==> src/design/lcm_acc_pkg.sv <==
// Shared types and constants for the running LCM accumulator.
`timescale 1ns / 1ps
`default_nettype none

package lcm_acc_pkg;

    localparam int ACC_W  = 64;
    localparam int VAL_W  = 32;
    localparam int PROD_W = ACC_W + VAL_W;

    localparam logic [ACC_W-1:0] ACC_ONE = ACC_W'(1);

    typedef struct packed {
        logic             start;
        logic [ACC_W-1:0] dividend;
        logic [ACC_W-1:0] divisor;
    } div_req_t;

    typedef struct packed {
        logic             done;
        logic [ACC_W-1:0] quotient;
        logic [ACC_W-1:0] remainder;
    } div_res_t;

    typedef struct packed {
        logic             start;
        logic [ACC_W-1:0] mcand;
        logic [VAL_W-1:0] mplier;
    } mul_req_t;

    typedef struct packed {
        logic              done;
        logic [PROD_W-1:0] product;
    } mul_res_t;

endpackage

`default_nettype wire

==> src/design/lcm_acc_div.sv <==
// Restoring divider, one quotient bit per cycle, shared by GCD and final divide.
`timescale 1ns / 1ps
`default_nettype none

module lcm_acc_div (
    input  wire                    aclk,
    input  wire                    aresetn,
    input  lcm_acc_pkg::div_req_t  req,
    output lcm_acc_pkg::div_res_t  res
);
    import lcm_acc_pkg::*;

    localparam int CNT_W = $clog2(ACC_W + 1);

    logic [ACC_W-1:0] dq_reg, dq_next;
    logic [ACC_W-1:0] rem_reg, rem_next;
    logic [ACC_W-1:0] dvs_reg;
    logic [CNT_W-1:0] cnt_reg, cnt_next;
    logic             busy_reg, busy_next;
    logic             done_reg, done_next;
    logic [ACC_W:0]   shifted;
    logic             ge;

    always_comb begin
        shifted   = {rem_reg, dq_reg[ACC_W-1]};
        ge        = shifted >= {1'b0, dvs_reg};
        dq_next   = dq_reg;
        rem_next  = rem_reg;
        cnt_next  = cnt_reg;
        busy_next = busy_reg;
        done_next = 1'b0;
        if (req.start) begin
            dq_next   = req.dividend;
            rem_next  = '0;
            cnt_next  = '0;
            busy_next = 1'b1;
        end else if (busy_reg) begin
            rem_next = ge ? ACC_W'(shifted - {1'b0, dvs_reg}) : shifted[ACC_W-1:0];
            dq_next  = {dq_reg[ACC_W-2:0], ge};
            cnt_next = cnt_reg + CNT_W'(1);
            if (cnt_reg == CNT_W'(ACC_W - 1)) begin
                busy_next = 1'b0;
                done_next = 1'b1;
            end
        end
    end

    always_ff @(posedge aclk) begin
        if (!aresetn) begin
            busy_reg <= 1'b0;
            done_reg <= 1'b0;
            cnt_reg  <= '0;
        end else begin
            busy_reg <= busy_next;
            done_reg <= done_next;
            cnt_reg  <= cnt_next;
        end
        dq_reg  <= dq_next;
        rem_reg <= rem_next;
        if (req.start) begin
            dvs_reg <= req.divisor;
        end
    end

    assign res.done      = done_reg;
    assign res.quotient  = dq_reg;
    assign res.remainder = rem_reg;

endmodule

`default_nettype wire

==> src/design/lcm_acc_mul.sv <==
// Shift-add multiplier, one multiplier bit per cycle, 64 x 32 to 96 bits.
`timescale 1ns / 1ps
`default_nettype none

module lcm_acc_mul (
    input  wire                    aclk,
    input  wire                    aresetn,
    input  lcm_acc_pkg::mul_req_t  req,
    output lcm_acc_pkg::mul_res_t  res
);
    import lcm_acc_pkg::*;

    localparam int CNT_W = $clog2(VAL_W + 1);

    logic [PROD_W-1:0] prod_reg, prod_next;
    logic [ACC_W-1:0]  mcand_reg;
    logic [CNT_W-1:0]  cnt_reg, cnt_next;
    logic              busy_reg, busy_next;
    logic              done_reg, done_next;
    logic [ACC_W:0]    sum;

    always_comb begin
        sum       = {1'b0, prod_reg[PROD_W-1:VAL_W]}
                    + (prod_reg[0] ? {1'b0, mcand_reg} : '0);
        prod_next = prod_reg;
        cnt_next  = cnt_reg;
        busy_next = busy_reg;
        done_next = 1'b0;
        if (req.start) begin
            prod_next = {{ACC_W{1'b0}}, req.mplier};
            cnt_next  = '0;
            busy_next = 1'b1;
        end else if (busy_reg) begin
            // add into the high half, then shift the whole product right
            prod_next = {sum, prod_reg[VAL_W-1:1]};
            cnt_next  = cnt_reg + CNT_W'(1);
            if (cnt_reg == CNT_W'(VAL_W - 1)) begin
                busy_next = 1'b0;
                done_next = 1'b1;
            end
        end
    end

    always_ff @(posedge aclk) begin
        if (!aresetn) begin
            busy_reg <= 1'b0;
            done_reg <= 1'b0;
            cnt_reg  <= '0;
        end else begin
            busy_reg <= busy_next;
            done_reg <= done_next;
            cnt_reg  <= cnt_next;
        end
        prod_reg <= prod_next;
        if (req.start) begin
            mcand_reg <= req.mcand;
        end
    end

    assign res.done    = done_reg;
    assign res.product = prod_reg;

endmodule

`default_nettype wire

==> src/design/running_lcm_accumulator_top.sv <==
// Running LCM accumulator: sequencer around a shared divider and a serial multiplier.
// Sequence: each accepted item runs Euclid remainder steps on the shared divider, then
//   divides the running value by the GCD and multiplies by the item; an item with a zero
//   operand skips both units and goes straight to the output register (once it is free).
// A new item is taken only once the last result is loaded into the output register; the
//   remainders and the final divide use the bit-serial divider, the multiply the shift-add unit.
// Reset: aresetn low clears the running LCM to 1, the overflow flag and the output valid.
`timescale 1ns / 1ps
`default_nettype none

module running_lcm_accumulator_top (
    input  wire         aclk,
    input  wire         aresetn,
    input  wire         s_tvalid,
    output logic        s_tready,
    input  wire  [31:0] s_tdata,   // [31:0] value
    input  wire         s_tuser,   // [0] restart
    output logic        m_tvalid,
    input  wire         m_tready,
    output logic [63:0] m_tdata,   // [63:0] lcm_out
    output logic        m_tuser    // [0] overflow
);
    import lcm_acc_pkg::*;

    localparam logic [2:0] S_IDLE = 3'd0;
    localparam logic [2:0] S_GCD  = 3'd1;
    localparam logic [2:0] S_DIV  = 3'd2;
    localparam logic [2:0] S_MUL  = 3'd3;
    localparam logic [2:0] S_DONE = 3'd4;

    logic [2:0]       state_reg, state_next;
    logic [ACC_W-1:0] acc_reg, acc_next;
    logic             ovf_reg, ovf_next;
    logic [VAL_W-1:0] val_reg, val_next;
    logic [ACC_W-1:0] a_reg, a_next;
    logic [ACC_W-1:0] b_reg, b_next;
    logic             div_start_reg, div_start_next;
    logic             mul_start_reg, mul_start_next;
    logic             out_valid_reg, out_valid_next;
    logic [ACC_W-1:0] out_lcm_reg;
    logic             out_ovf_reg;
    logic             in_acc;
    logic             load_out;
    logic [ACC_W-1:0] acc_eff;

    div_req_t div_req;
    div_res_t div_res;
    mul_req_t mul_req;
    mul_res_t mul_res;

    assign s_tready = (state_reg == S_IDLE);
    assign in_acc   = s_tvalid && s_tready;
    assign load_out = (state_reg == S_DONE) && (!out_valid_reg || m_tready);
    assign acc_eff  = s_tuser ? ACC_ONE : acc_reg;

    assign div_req.start    = div_start_reg;
    assign div_req.dividend = (state_reg == S_DIV) ? acc_reg : a_reg;
    assign div_req.divisor  = b_reg;

    assign mul_req.start  = mul_start_reg;
    assign mul_req.mcand  = div_res.quotient;
    assign mul_req.mplier = val_reg;

    lcm_acc_div u_div (
        .aclk    (aclk),
        .aresetn (aresetn),
        .req     (div_req),
        .res     (div_res)
    );

    lcm_acc_mul u_mul (
        .aclk    (aclk),
        .aresetn (aresetn),
        .req     (mul_req),
        .res     (mul_res)
    );

    always_comb begin
        state_next     = state_reg;
        acc_next       = acc_reg;
        ovf_next       = ovf_reg;
        val_next       = val_reg;
        a_next         = a_reg;
        b_next         = b_reg;
        div_start_next = 1'b0;
        mul_start_next = 1'b0;
        out_valid_next = out_valid_reg && !m_tready;
        case (state_reg)
            S_IDLE: begin
                if (in_acc) begin
                    val_next = s_tdata;
                    ovf_next = s_tuser ? 1'b0 : ovf_reg;
                    a_next   = acc_eff;
                    b_next   = {{(ACC_W-VAL_W){1'b0}}, s_tdata};
                    if (acc_eff == '0 || s_tdata == '0) begin
                        acc_next   = '0;
                        state_next = S_DONE;
                    end else begin
                        acc_next       = acc_eff;
                        div_start_next = 1'b1;
                        state_next     = S_GCD;
                    end
                end
            end
            S_GCD: begin
                if (div_res.done) begin
                    div_start_next = 1'b1;
                    if (div_res.remainder == '0) begin
                        // b holds the GCD: divide the running value by it
                        state_next = S_DIV;
                    end else begin
                        a_next = b_reg;
                        b_next = div_res.remainder;
                    end
                end
            end
            S_DIV: begin
                if (div_res.done) begin
                    mul_start_next = 1'b1;
                    state_next     = S_MUL;
                end
            end
            S_MUL: begin
                if (mul_res.done) begin
                    acc_next = mul_res.product[ACC_W-1:0];
                    if (mul_res.product[PROD_W-1:ACC_W] != '0) begin
                        ovf_next = 1'b1;
                    end
                    state_next = S_DONE;
                end
            end
            S_DONE: begin
                if (load_out) begin
                    out_valid_next = 1'b1;
                    state_next     = S_IDLE;
                end
            end
            default: begin
                state_next = S_IDLE;
            end
        endcase
    end

    always_ff @(posedge aclk) begin
        if (!aresetn) begin
            state_reg     <= S_IDLE;
            acc_reg       <= ACC_ONE;
            ovf_reg       <= 1'b0;
            div_start_reg <= 1'b0;
            mul_start_reg <= 1'b0;
            out_valid_reg <= 1'b0;
        end else begin
            state_reg     <= state_next;
            acc_reg       <= acc_next;
            ovf_reg       <= ovf_next;
            div_start_reg <= div_start_next;
            mul_start_reg <= mul_start_next;
            out_valid_reg <= out_valid_next;
        end
        val_reg <= val_next;
        a_reg   <= a_next;
        b_reg   <= b_next;
        if (load_out) begin
            out_lcm_reg <= acc_reg;
            out_ovf_reg <= ovf_reg;
        end
    end

    assign m_tvalid = out_valid_reg;
    assign m_tdata  = out_lcm_reg;
    assign m_tuser  = out_ovf_reg;

`ifndef SYNTHESIS
    a_divisor_nonzero: assert property (@(posedge aclk) disable iff (!aresetn)
        (state_reg == S_GCD || state_reg == S_DIV) |-> (b_reg != '0))
        else $error("divider running with zero divisor");

    a_ovf_sticky: assert property (@(posedge aclk) disable iff (!aresetn)
        (ovf_reg && !(in_acc && s_tuser)) |=> ovf_reg)
        else $error("overflow flag dropped without restart");

    a_zero_stays: assert property (@(posedge aclk) disable iff (!aresetn)
        (acc_reg == '0 && !(in_acc && s_tuser)) |=> (acc_reg == '0))
        else $error("zero running value left zero without restart");

    a_units_idle: assert property (@(posedge aclk) disable iff (!aresetn)
        (state_reg == S_IDLE) |-> (!div_res.done && !mul_res.done))
        else $error("arithmetic unit finished while sequencer idle");
`endif

endmodule

`default_nettype wire

==> config.mk <==
export PLATFORM = sky130hd
export DESIGN_NAME = running_lcm_accumulator_top
export DESIGN_NICKNAME = d
export VERILOG_FILES = /design/src/design/lcm_acc_pkg.sv /design/src/design/lcm_acc_div.sv /design/src/design/lcm_acc_mul.sv /design/src/design/running_lcm_accumulator_top.sv
export SDC_FILE = /design/constraint.sdc
export NUM_CORES = 1
export LEC_CHECK = 0
export BUFFER_PORTS_ARGS = -buffer_cell sky130_fd_sc_hd__buf_4
export CAP_MARGIN = 10
export CORE_ASPECT_RATIO = 1.4
export CORE_MARGIN = 5
export CORE_UTILIZATION = 35
export CTS_CLUSTER_DIAMETER = 40
export DETAILED_ROUTE_END_ITERATION = 6
export PLACE_DENSITY_LB_ADDON = 0.25
export SYNTH_ARGS = -nofsm -noshare
export SYNTH_HDL_FRONTEND = slang
export SYNTH_SLANG_ARGS = --single-unit
==> constraint.sdc <==
create_clock -name aclk -period 5.1 [get_ports aclk]
set_input_delay 1.02 -clock aclk [delete_from_list [all_inputs] [get_ports aclk]]
set_output_delay 1.02 -clock aclk [all_outputs]
set_load 0.02 [all_outputs]
== After elaboration in Yosys (flattened, before gate mapping) ==
Cells that the tools add are included.

* Input port bits: 37
* Bits in registers: 665

* $lt $le $gt $ge: 1
* Reductions and logical operators: 26
* Add/subtract/negate cells: 4
* Equal/unequal tests: 15
* Muxes and demuxes: 47
* Bitwise gates (word level): 3

{| class="wikitable"
|+ Operator list
! operator !! number
|-
| 2-to-1 mux 64 bit || 15
|-
| case mux 64 bit (2 select lines) || 3
|-
| zero test 64 bit || 2
|-
| adder 64 x 64 -> 65 bit || 1
|-
| >= comparator 65 x 64 -> 1 bit || 1
|-
| 2-to-1 mux 32 bit || 2
|-
| subtractor 64 bit || 1
|-
| zero test 32 bit || 1
|-
| nonzero test 32 bit || 1
|-
| 2-to-1 mux 3 bit || 7
|-
| 2-to-1 mux 1 bit || 17
|-
| case mux 3 bit (5 select lines) || 1
|-
| inequality test 2 x 1 -> 1 bit, second input constant || 5
|-
| inequality test 2 bit, second input constant || 4
|-
| nonzero test 2 bit || 4
|-
| adder 7 x 1 -> 7 bit, second input constant || 1
|-
| == test 7 x 6 -> 1 bit, second input constant || 1
|-
| adder 6 x 1 -> 6 bit, second input constant || 1
|-
| == test 3 x 2 -> 1 bit, second input constant || 2
|-
| == test 6 x 5 -> 1 bit, second input constant || 1
|-
| AND reduction 6 bit || 1
|-
| OR reduction 3 bit || 2
|-
| AND reduction 5 bit || 1
|-
| case mux 1 bit (2 select lines) || 2
|-
| other kinds (11) || 19
|}

== Depth between registers and ports, before layout ==
Gate-level depths: netlist of run 1.

* Depth after elaboration: 6
* Mapped depth: 17

== Modules after synthesis ==
Synthesis of run 1 repeated with hierarchy kept, for this count alone.

* Cell total of the unflattened synthesis: 3307
* Area total of the unflattened synthesis: 34496.8 µm²

{| class="wikitable"
|+ Modules (own cells, without submodules)
! module !! sequential area each (µm²) !! instances !! area an instance (µm²) !! cells an instance
|-
| running_lcm_accumulator_top || 8177.8 || 1 || 12715.9 || 1081
|-
| lcm_acc_div || 5305.1 || 1 || 11972.7 || 1224
|-
| lcm_acc_mul || 4324.1 || 1 || 9808.2 || 1002
|}

== Worst setup path after synthesis of run 1 ==
OpenSTA, ideal clock, no wires.

* Path kind: register -> register
* Start: reg state_reg[1]
* End: reg a_reg[0], enable pin
* Setup slack: -264 ps
* Path buffers: 2
* Library setup time: 486 ps
* Clock period less this slack: 5364 ps
* Arrival time: 4879 ps
* Cell stages (with the launch flop): 6
* Cell sequence: dfxtp_1 > clkbuf_1 > nor3_1 > and2_1 > clkbuf_1 > a21o_1

* Word-level cells in the longest chain between the ends: 4
* Elaborated cells between the ends (all ways): 8
* Classes of those cells: 4 x eq/ne; 4 x reduce/logical

{| class="wikitable"
|+ RTL lines
! item !! line !! RTL
|-
| start, declared || running_lcm_accumulator_top.sv:31 || <nowiki>logic [2:0] state_reg, state_next;</nowiki>
|-
| start signal, assigned || running_lcm_accumulator_top.sv:153 || <nowiki>state_reg <= state_next;</nowiki>
|-
| zero test 3 bit (*) || running_lcm_accumulator_top.sv:51 || <nowiki>assign s_tready = (state_reg == S_IDLE);</nowiki>
|-
| named net s_tready || running_lcm_accumulator_top.sv:15 || <nowiki>output logic s_tready,</nowiki>
|-
| logical AND 1 bit || running_lcm_accumulator_top.sv:52 || <nowiki>assign in_acc = s_tvalid && s_tready;</nowiki>
|-
| inequality test 2 x 1 -> 1 bit (no source line) || -- ||
|-
| AND reduction 4 bit (no source line) (*) || -- ||
|-
| end signal, assigned || running_lcm_accumulator_top.sv:161 || <nowiki>a_reg <= a_next;</nowiki>
|-
| end, declared || running_lcm_accumulator_top.sv:35 || <nowiki>logic [ACC_W-1:0] a_reg, a_next;</nowiki>
|}

Mark *: on every way through the listed nets, which the timed path passes. The rest lies on a longest branch.
A chain may end at the register's enable or synchronous reset.

== Worst setup path in the final report of run 1 ==
* Start: reg u_mul.prod_reg[0]
* End: reg u_mul.prod_reg[93]

* Word-level cells in the longest chain between the ends: 2

{| class="wikitable"
|+ RTL lines
! item !! line !! RTL
|-
| start, declared || lcm_acc_mul.sv:15 || <nowiki>logic [PROD_W-1:0] prod_reg, prod_next;</nowiki>
|-
| start signal, assigned || lcm_acc_mul.sv:54 || <nowiki>prod_reg <= prod_next;</nowiki>
|-
| 2-to-1 mux 64 bit || lcm_acc_mul.sv:24 || <nowiki>+ (prod_reg[0] ? {1'b0, mcand_reg} : '0);</nowiki>
|-
| adder 64 x 64 -> 65 bit || lcm_acc_mul.sv:24 ||
|}

No other way between the ends.

==> results of run 1 <==
synthesized netlist by cell type (64+ instances only):
cell type  number
a21oi_1       256
ha_1          130
nor2b_1        81
mux2i_1       112
o21ai_0       105
clkbuf_1      136
nand2_1       366
dfxtp_1       216
nand3b_1       64
edfxtp_1      449
nor2_1        278
a21o_1         92
and2_1         77
xnor2_1        72
inv_1         106
per-stage QoR:
stage,cells,power (mW)
floorplan,3224,12.1
global placement,4407,14.0
detailed placement,4407,14.0
CTS,4559,19.8
global route,4559,20.8
finish,4559,19.7
power by group:
group	internal (mW)	switching [mW]	total (mW)
Clock	3.33	2.46	5.79
Sequential	7.10	0.749	7.85
Combinational	2.19	3.90	6.09
cells by family after synthesis:
kind of cell,after synthesis,synth area share [%]
XOR/XNOR,125,3.26
adder cells (fa/ha/maj),132,4.96
buffers and inverters,287,3.32
AO/OA/AOI/OAI,754,14.7
flip-flops,665,53.0
multiplexers,149,4.58
AND/OR/NAND/NOR,1112,16.2
per-layer routing:
| layer | GRT usage [%] | up-vias | wire length, µm |
|---|---|---|---|
| li1 | - | 11900 | - |
| met1 | 24.1 | 11900 | 42700 |
| met2 | 33.7 | 541 | 50800 |
| met5 | 0 | - | 13 |
| met4 | 7.56 | 2 | 3830 |
| met3 | 2.17 | 150 | 3750 |
critical path: cells and delay by family (launching register included):
kind,cells,cell delay [ns]
AO/OA/AOI/OAI,8,2.20
XOR/XNOR,1,0.18
adder cells (fa/ha/maj),1,0.38
buffers and inverters,1,0.29
flip-flops,1,0.49
AND/OR/NAND/NOR,3,0.51
layout make-up:
class / instances / share of cell area (%)
Clock inverter: 53 / 1.41
Clock buffer: 99 / 5.61
Tap cell: 1224 / 4.01
Multi-Input combinational cell: 2272 / 38.5
Timing Repair Buffer: 140 / 2.85
Inverter: 106 / 1.04
Sequential cell: 665 / 46.6
worst paths after layout:
kind / startpoint / slack (ns) / end
hold reg to reg: u_div.dq_reg[59] / 0.44 / u_mul.mcand_reg[59]
setup / recovery: u_mul.prod_reg[0] / 0.94 / u_mul.prod_reg[93]
setup reg to reg: u_mul.prod_reg[0] / 0.94 / u_mul.prod_reg[93]
hold / removal: u_div.dq_reg[59] / 0.44 / u_mul.mcand_reg[59]
==> results.txt, run 1 <==
- Run status: completed
* Unrepaired setup endpoints after global routing: no
* TritonCTS clock tree: done
- Final period util: 81.7%
- Yosys cell types: 92
- The via count of the first global-routing pass is 24.1k.
- Number of setup buffers added after CTS: 0
- Worst slack after detailed placement: 0.939 ns
- Max rail drop VDD: 0.000255 V
- The number of hold violations in the final report came to 0.
- Wire length of the first global-routing pass: 151 mm
* Sequence of cells on the critical path: buf_4 > and2_1 > ha_1 > a21oi_1 > o21ai_0 > a2111oi_0 > nand3b_1 > o211ai_2 > o31ai_2 > a41oi_1 > nor4_1 > o221ai_1 > xor2_1 > o21ai_1
- Hold Path Stages: 0
- Area enclosed by the die boundary: 102000 µm²
* Clock-pin transition on the worst setup and hold timing paths: 0.06 ns
- Worst setup slack after layout: 0.936 ns
- Main area contributors after synthesis: edfxtp_1, dfxtp_1, ha_1
- Vias per cell: 5.37
- STA puts the critical path data required time at 5.61 ns.
- Count of buffers inserted at the top-level ports: 103
- Along the worst path, the maximum fanout reaches 43.
- In this run the clock root is driven by a clkbuf_16.
- Total overflow reported by the global router: 0
- Category of the worst setup path launch point: register
- DR iter-0 viols: 1835
* Global routing usage summed across all routing layers: 19.1%
- A synthesized cell averages 10.4 µm².
- Share of layout cells above drive strength 1: 10.8%
* Chip height: 377 µm
* Cts repair resizes: 0
- Start-to-end type of the worst setup path: register to register
- Across the whole layout, storage elements account for 17800 µm².
- Type of the tightest min-delay check: register to register
- DRC violation count after routing: 0
* Transition at the pin with the smallest max-transition slack: 1.36 ns
* Leakage power: 15.0 nW
- Num rows: 134
* Router iterations before antenna repair: 7
* Warning count from the yosys run: 0
- Clock Latency Late Sink: 0.66 ns
- The share of synthesized area in the top cell type comes to 40.1%.
- The tree built by TritonCTS fans out to 665 sinks.
- The worst path in the final design needs a cycle of 4.16 ns, including I/O delays and setup.
* Primary flip-flop cell chosen by synthesis mapping: edfxtp_1
* Most common cell after layout, fill and taps aside: edfxtp_1
- Leading area contributor after synthesis: edfxtp_1
- Timing would allow up to 240 MHz.
- In this design, the stage delay of the slowest critical-path cell is 0.50 ns.
* Dpl cell area: 35500 µm²
* Count of final setup violators: 0
* Share of flip-flops with an asynchronous set or reset after synthesis: 0%
- Average detailed-routed wire length per instance: 22.2 µm
* Area growth, synth to finish: 13.8%
* Number of enable-type register cells in the synthesized netlist: 449
* Die outline width: 272 µm
* Number of synthesized register bits: 665
- Setup TNS after final layout: 0 ns
* Post-route design area: 38200 µm²
- Largest net degree at the start of global routing: 84
- The detail route stage leaves a number of antenna-violating nets equal to 0.
- The multi-input combinational cells in the finished layout cover a total of 14700 µm².
- 0 antenna diodes ended up in the layout.
- Hold_buf cts: 0
- Cell area after technology mapping: 33600 µm²
- Initial cell density of the core: 35.3%
* Max reg flops: 96
- Total wire length after detailed routing: 101 mm
- At the end of routability-driven placement, the weighted congestion stood at 0.934.
- Final hold analysis gives a worst-case slack of 0.445 ns.
* Post-synthesis instance total: 3224
* Largest buffer count on any clock path: 3
- Final standard cell utilization of the core: 40.1%
- Total nets after synthesis: 3393
- In this run the standard cell core region covers 95200 µm².
* Placed wire-length estimate: 74.4 mm
* Slowest library cell on the worst path: a2111oi_0
- Number of top-level pins: 104
- The number of antenna violations at the first check in global routing came to 8.
* Power density of the placed cells: 516 nW/µm²
* Number of H-tree branching levels: 3
- WP data arrival: 4.68 ns
- Relative slew slack: 8.81%
- Total vias in the final route: 24.5k
- Across the routed clock network, the largest skew measured is 0.0250 ns.
- Commonest non-fill, non-tap cells in the layout: edfxtp_1, nand2_1, nor2_1
- Number of nets in the layout: 3435
- Register-to-Register Path Depth: 14
- Post-synthesis sequential area ratio: 53.0%
* Inserted Clock Buffers: 81
* Pins over their slew limit: 0
* Fill cell count: 9247
* Max-Cap Viols: 0
- Critical path endpoint category: register
Power figures use the tool's default switching activity.
==> inputs of run 2 (changes only) <==
==> constraint.sdc (replaced) <==
create_clock -name aclk -period 4 [get_ports aclk]
set_input_delay 0.8 -clock aclk [delete_from_list [all_inputs] [get_ports aclk]]
set_output_delay 0.8 -clock aclk [all_outputs]
set_load 0.02 [all_outputs]
==> results.txt, run 2 (same netlist as run 1, synthesis figures left out) <==
- Setup violations remaining at the end of the flow were counted as 0.
- Inserted Clock Buffers: 83
- Number of nets in the layout: 3552
* Area enclosed by the die boundary: 102000 µm²
- Routability congestion estimate: 0.969
* Critical path endpoint category: register
- Global routing used 19.4% of the available tracks.
- The setup path with the least slack is of type register to register.
- At the later pin of the worst-skew pair, clock insertion delay measures 0.67 ns.
- The die is 272 µm wide.
- DRC violation count after routing: 4
- Of the available clock period, the critical path in the final layout requires 95.9%.
- Relative slew slack: 36.4%
* Number of top-level pins: 104
- Number of global-route vias before repair: 24.8k
- Average detailed-routed wire length per instance: 21.8 µm
* Transition at the pin with the smallest max-transition slack: 0.950 ns
* Largest buffer count on any clock path: 3
- Clock Skews: 0.0330 ns
- Sink Count: 665
- Adding up every negative setup slack in the final design gives 0 ns.
- In this run the core area contains 134 standard-cell rows.
* Router iterations before antenna repair: 7
* Placed wire-length estimate: 75.6 mm
- Clock-pin slew was measured on the worst setup and hold paths at 0.06 ns.
- Of all nets on the critical path, the largest fanout is 4.
- The number of antenna violations at the first check in global routing was 8.
- The multi-input combinational cells in the finished layout cover a total of 14800 µm².
- Leakage power: 15.7 nW
* WP data arrival: 4.41 ns
- Max-Cap Viols: 0
* Count of buffers inserted at the top-level ports: 103
- Worst setup slack after layout: 0.163 ns
* Area used by sequential logic in the layout: 17800 µm²
* Power density of the placed cells: 657 nW/µm²
- Pins over their slew limit: 0
- Area growth, synth to finish: 17.4%
* Total overflow reported by the global router: 0
- TritonCTS clock tree: done
- Run status: finished, violations left
- In this run the standard cell core region covers 95200 µm².
- Timing analysis after detailed placement gives a worst setup slack of 0.0221 ns.
- Final hold vios: 0
- Failing checks: DRC
- Counting the fill cells in the layout gives 9224.
- Summing over every cut layer, the via total after detailed routing is 24.9k.
- Maximum clock frequency: 261 MHz
* Share of layout cells above drive strength 1: 14.6%
- Antenna Nets Post-Route: 0
- Max rail drop VDD: 0.000342 V
- At the worst endpoint, the required time is 4.57 ns.
- The register with the most flip-flops in the layout has 96 of them.
- The routed design could run at a clock period as short as 3.84 ns.
- Once the floorplan was initialized, standard cells occupied 35.3% of the core.
- In this run, placement finished with an instance count of 4518.
- Chip height: 377 µm
- For this run, the number of standard cells in the final layout without fillers is 4681.
- The library cell used most frequently in the layout, excluding fill and tap cells, is edfxtp_1.
* Type of the tightest min-delay check: input port to register
- In this run the number of H-tree levels came out at 3.
- Wire length of the first global-routing pass: 154 mm
* Total wire length after detailed routing: 102 mm
* Commonest non-fill, non-tap cells in the layout: edfxtp_1, nand2_1, nor2_1
- Largest net degree at the start of global routing: 121
- DR iter-0 viols: 1680
* Category of the worst setup path launch point: register
* CTS root buffer: clkbuf_16
- Vias per cell: 5.33
-- run 2: cell types whose count changed in the layout (fill, tap and decap cells not counted), moves of 2 or more --
cell	change
buf_12	+6
buf_6	+2
ha_1	-5
clkinv_8	+8
inv_6	-3
buf_4	+107
a21oi_1	-3
clkbuf_16	+4
diode_2	+3
clkbuf_1	-4
ha_2	+4
a21oi_2	+3
-- run 2: path summary, 6_finish.rpt --
| check | start | endpoint | slack [ns] | depth (start not counted) |
|---|---|---|---|---|
| worst max register to register | u_div.dq_reg[63] | u_div.rem_reg[52] | 0.16 | 16 |
| worst min-delay path | s_tdata[22] | val_reg[22] | 0.35 | 1 |
| worst min register to register | b_reg[48] | u_div.dvs_reg[48] | 0.45 | 0 |
| worst max-delay path | u_div.dq_reg[63] | u_div.rem_reg[52] | 0.16 | 16 |
-- run 2: power breakdown --
group          switching [mW]  internal (mW)
combinational            5.12           3.22
clock                    3.21           4.42
sequential              0.911           9.05
total                    9.24           16.7
-- run 2: worst max-delay path: stages (launching register included) --
cell and delay [ns]:
edfxtp_1 0.40, inv_1 0.10, ha_2 0.19, inv_1 0.05
fa_2 0.35, a21o_1 0.19, a221oi_2 0.26, and4b_4 0.25
o311ai_1 0.29, o211ai_1 0.33, a31oi_1 0.27, buf_4 0.17
o21ai_0 0.13, a31oi_1 0.27, xnor2_1 0.15, nand2_1 0.06
a311oi_1 0.25
-- run 2: routing by layer --
metal	global-route usage [%]	vias up	wire length, µm
li1	-	12100	-
met1	24.3	12100	42800
met2	34.3	573	51100
met3	2.33	164	4030
met4	7.53	0	4010
met5	0	-	0
-- run 2: timing repair --
action / in CTS / in global routing
pin swaps: 3 / 13
hold buffers: 0 / 0
setup endpoints to repair: 1 / 17
buffers inserted: 0 / 4
resized for setup: 2 / 24
-- run 2: area by class of cell --
cell class	count	share of cell area, %
Sequential cell	665	45.2
Multi-Input combinational cell	2272	37.6
Clock buffer	98	5.62
Timing Repair Buffer	255	5.16
Tap cell	1224	3.88
Clock inverter	58	1.58
Inverter	106	1.01
Antenna cell	3	0.0190
-- run 2: per-stage QoR --
step	area, µm²	total power [mW]	util [%]	hold WS, ns
after CTS	39300	26.1	41.3	0.293
after floorplan	33600	15.5	-	0.425
after detailed placement	36500	18.4	38.3	0.434
after global routing	39400	27.4	41.4	0.318
after global placement	36500	18.4	38.3	0.432
final	39400	25.9	41.4	0.346
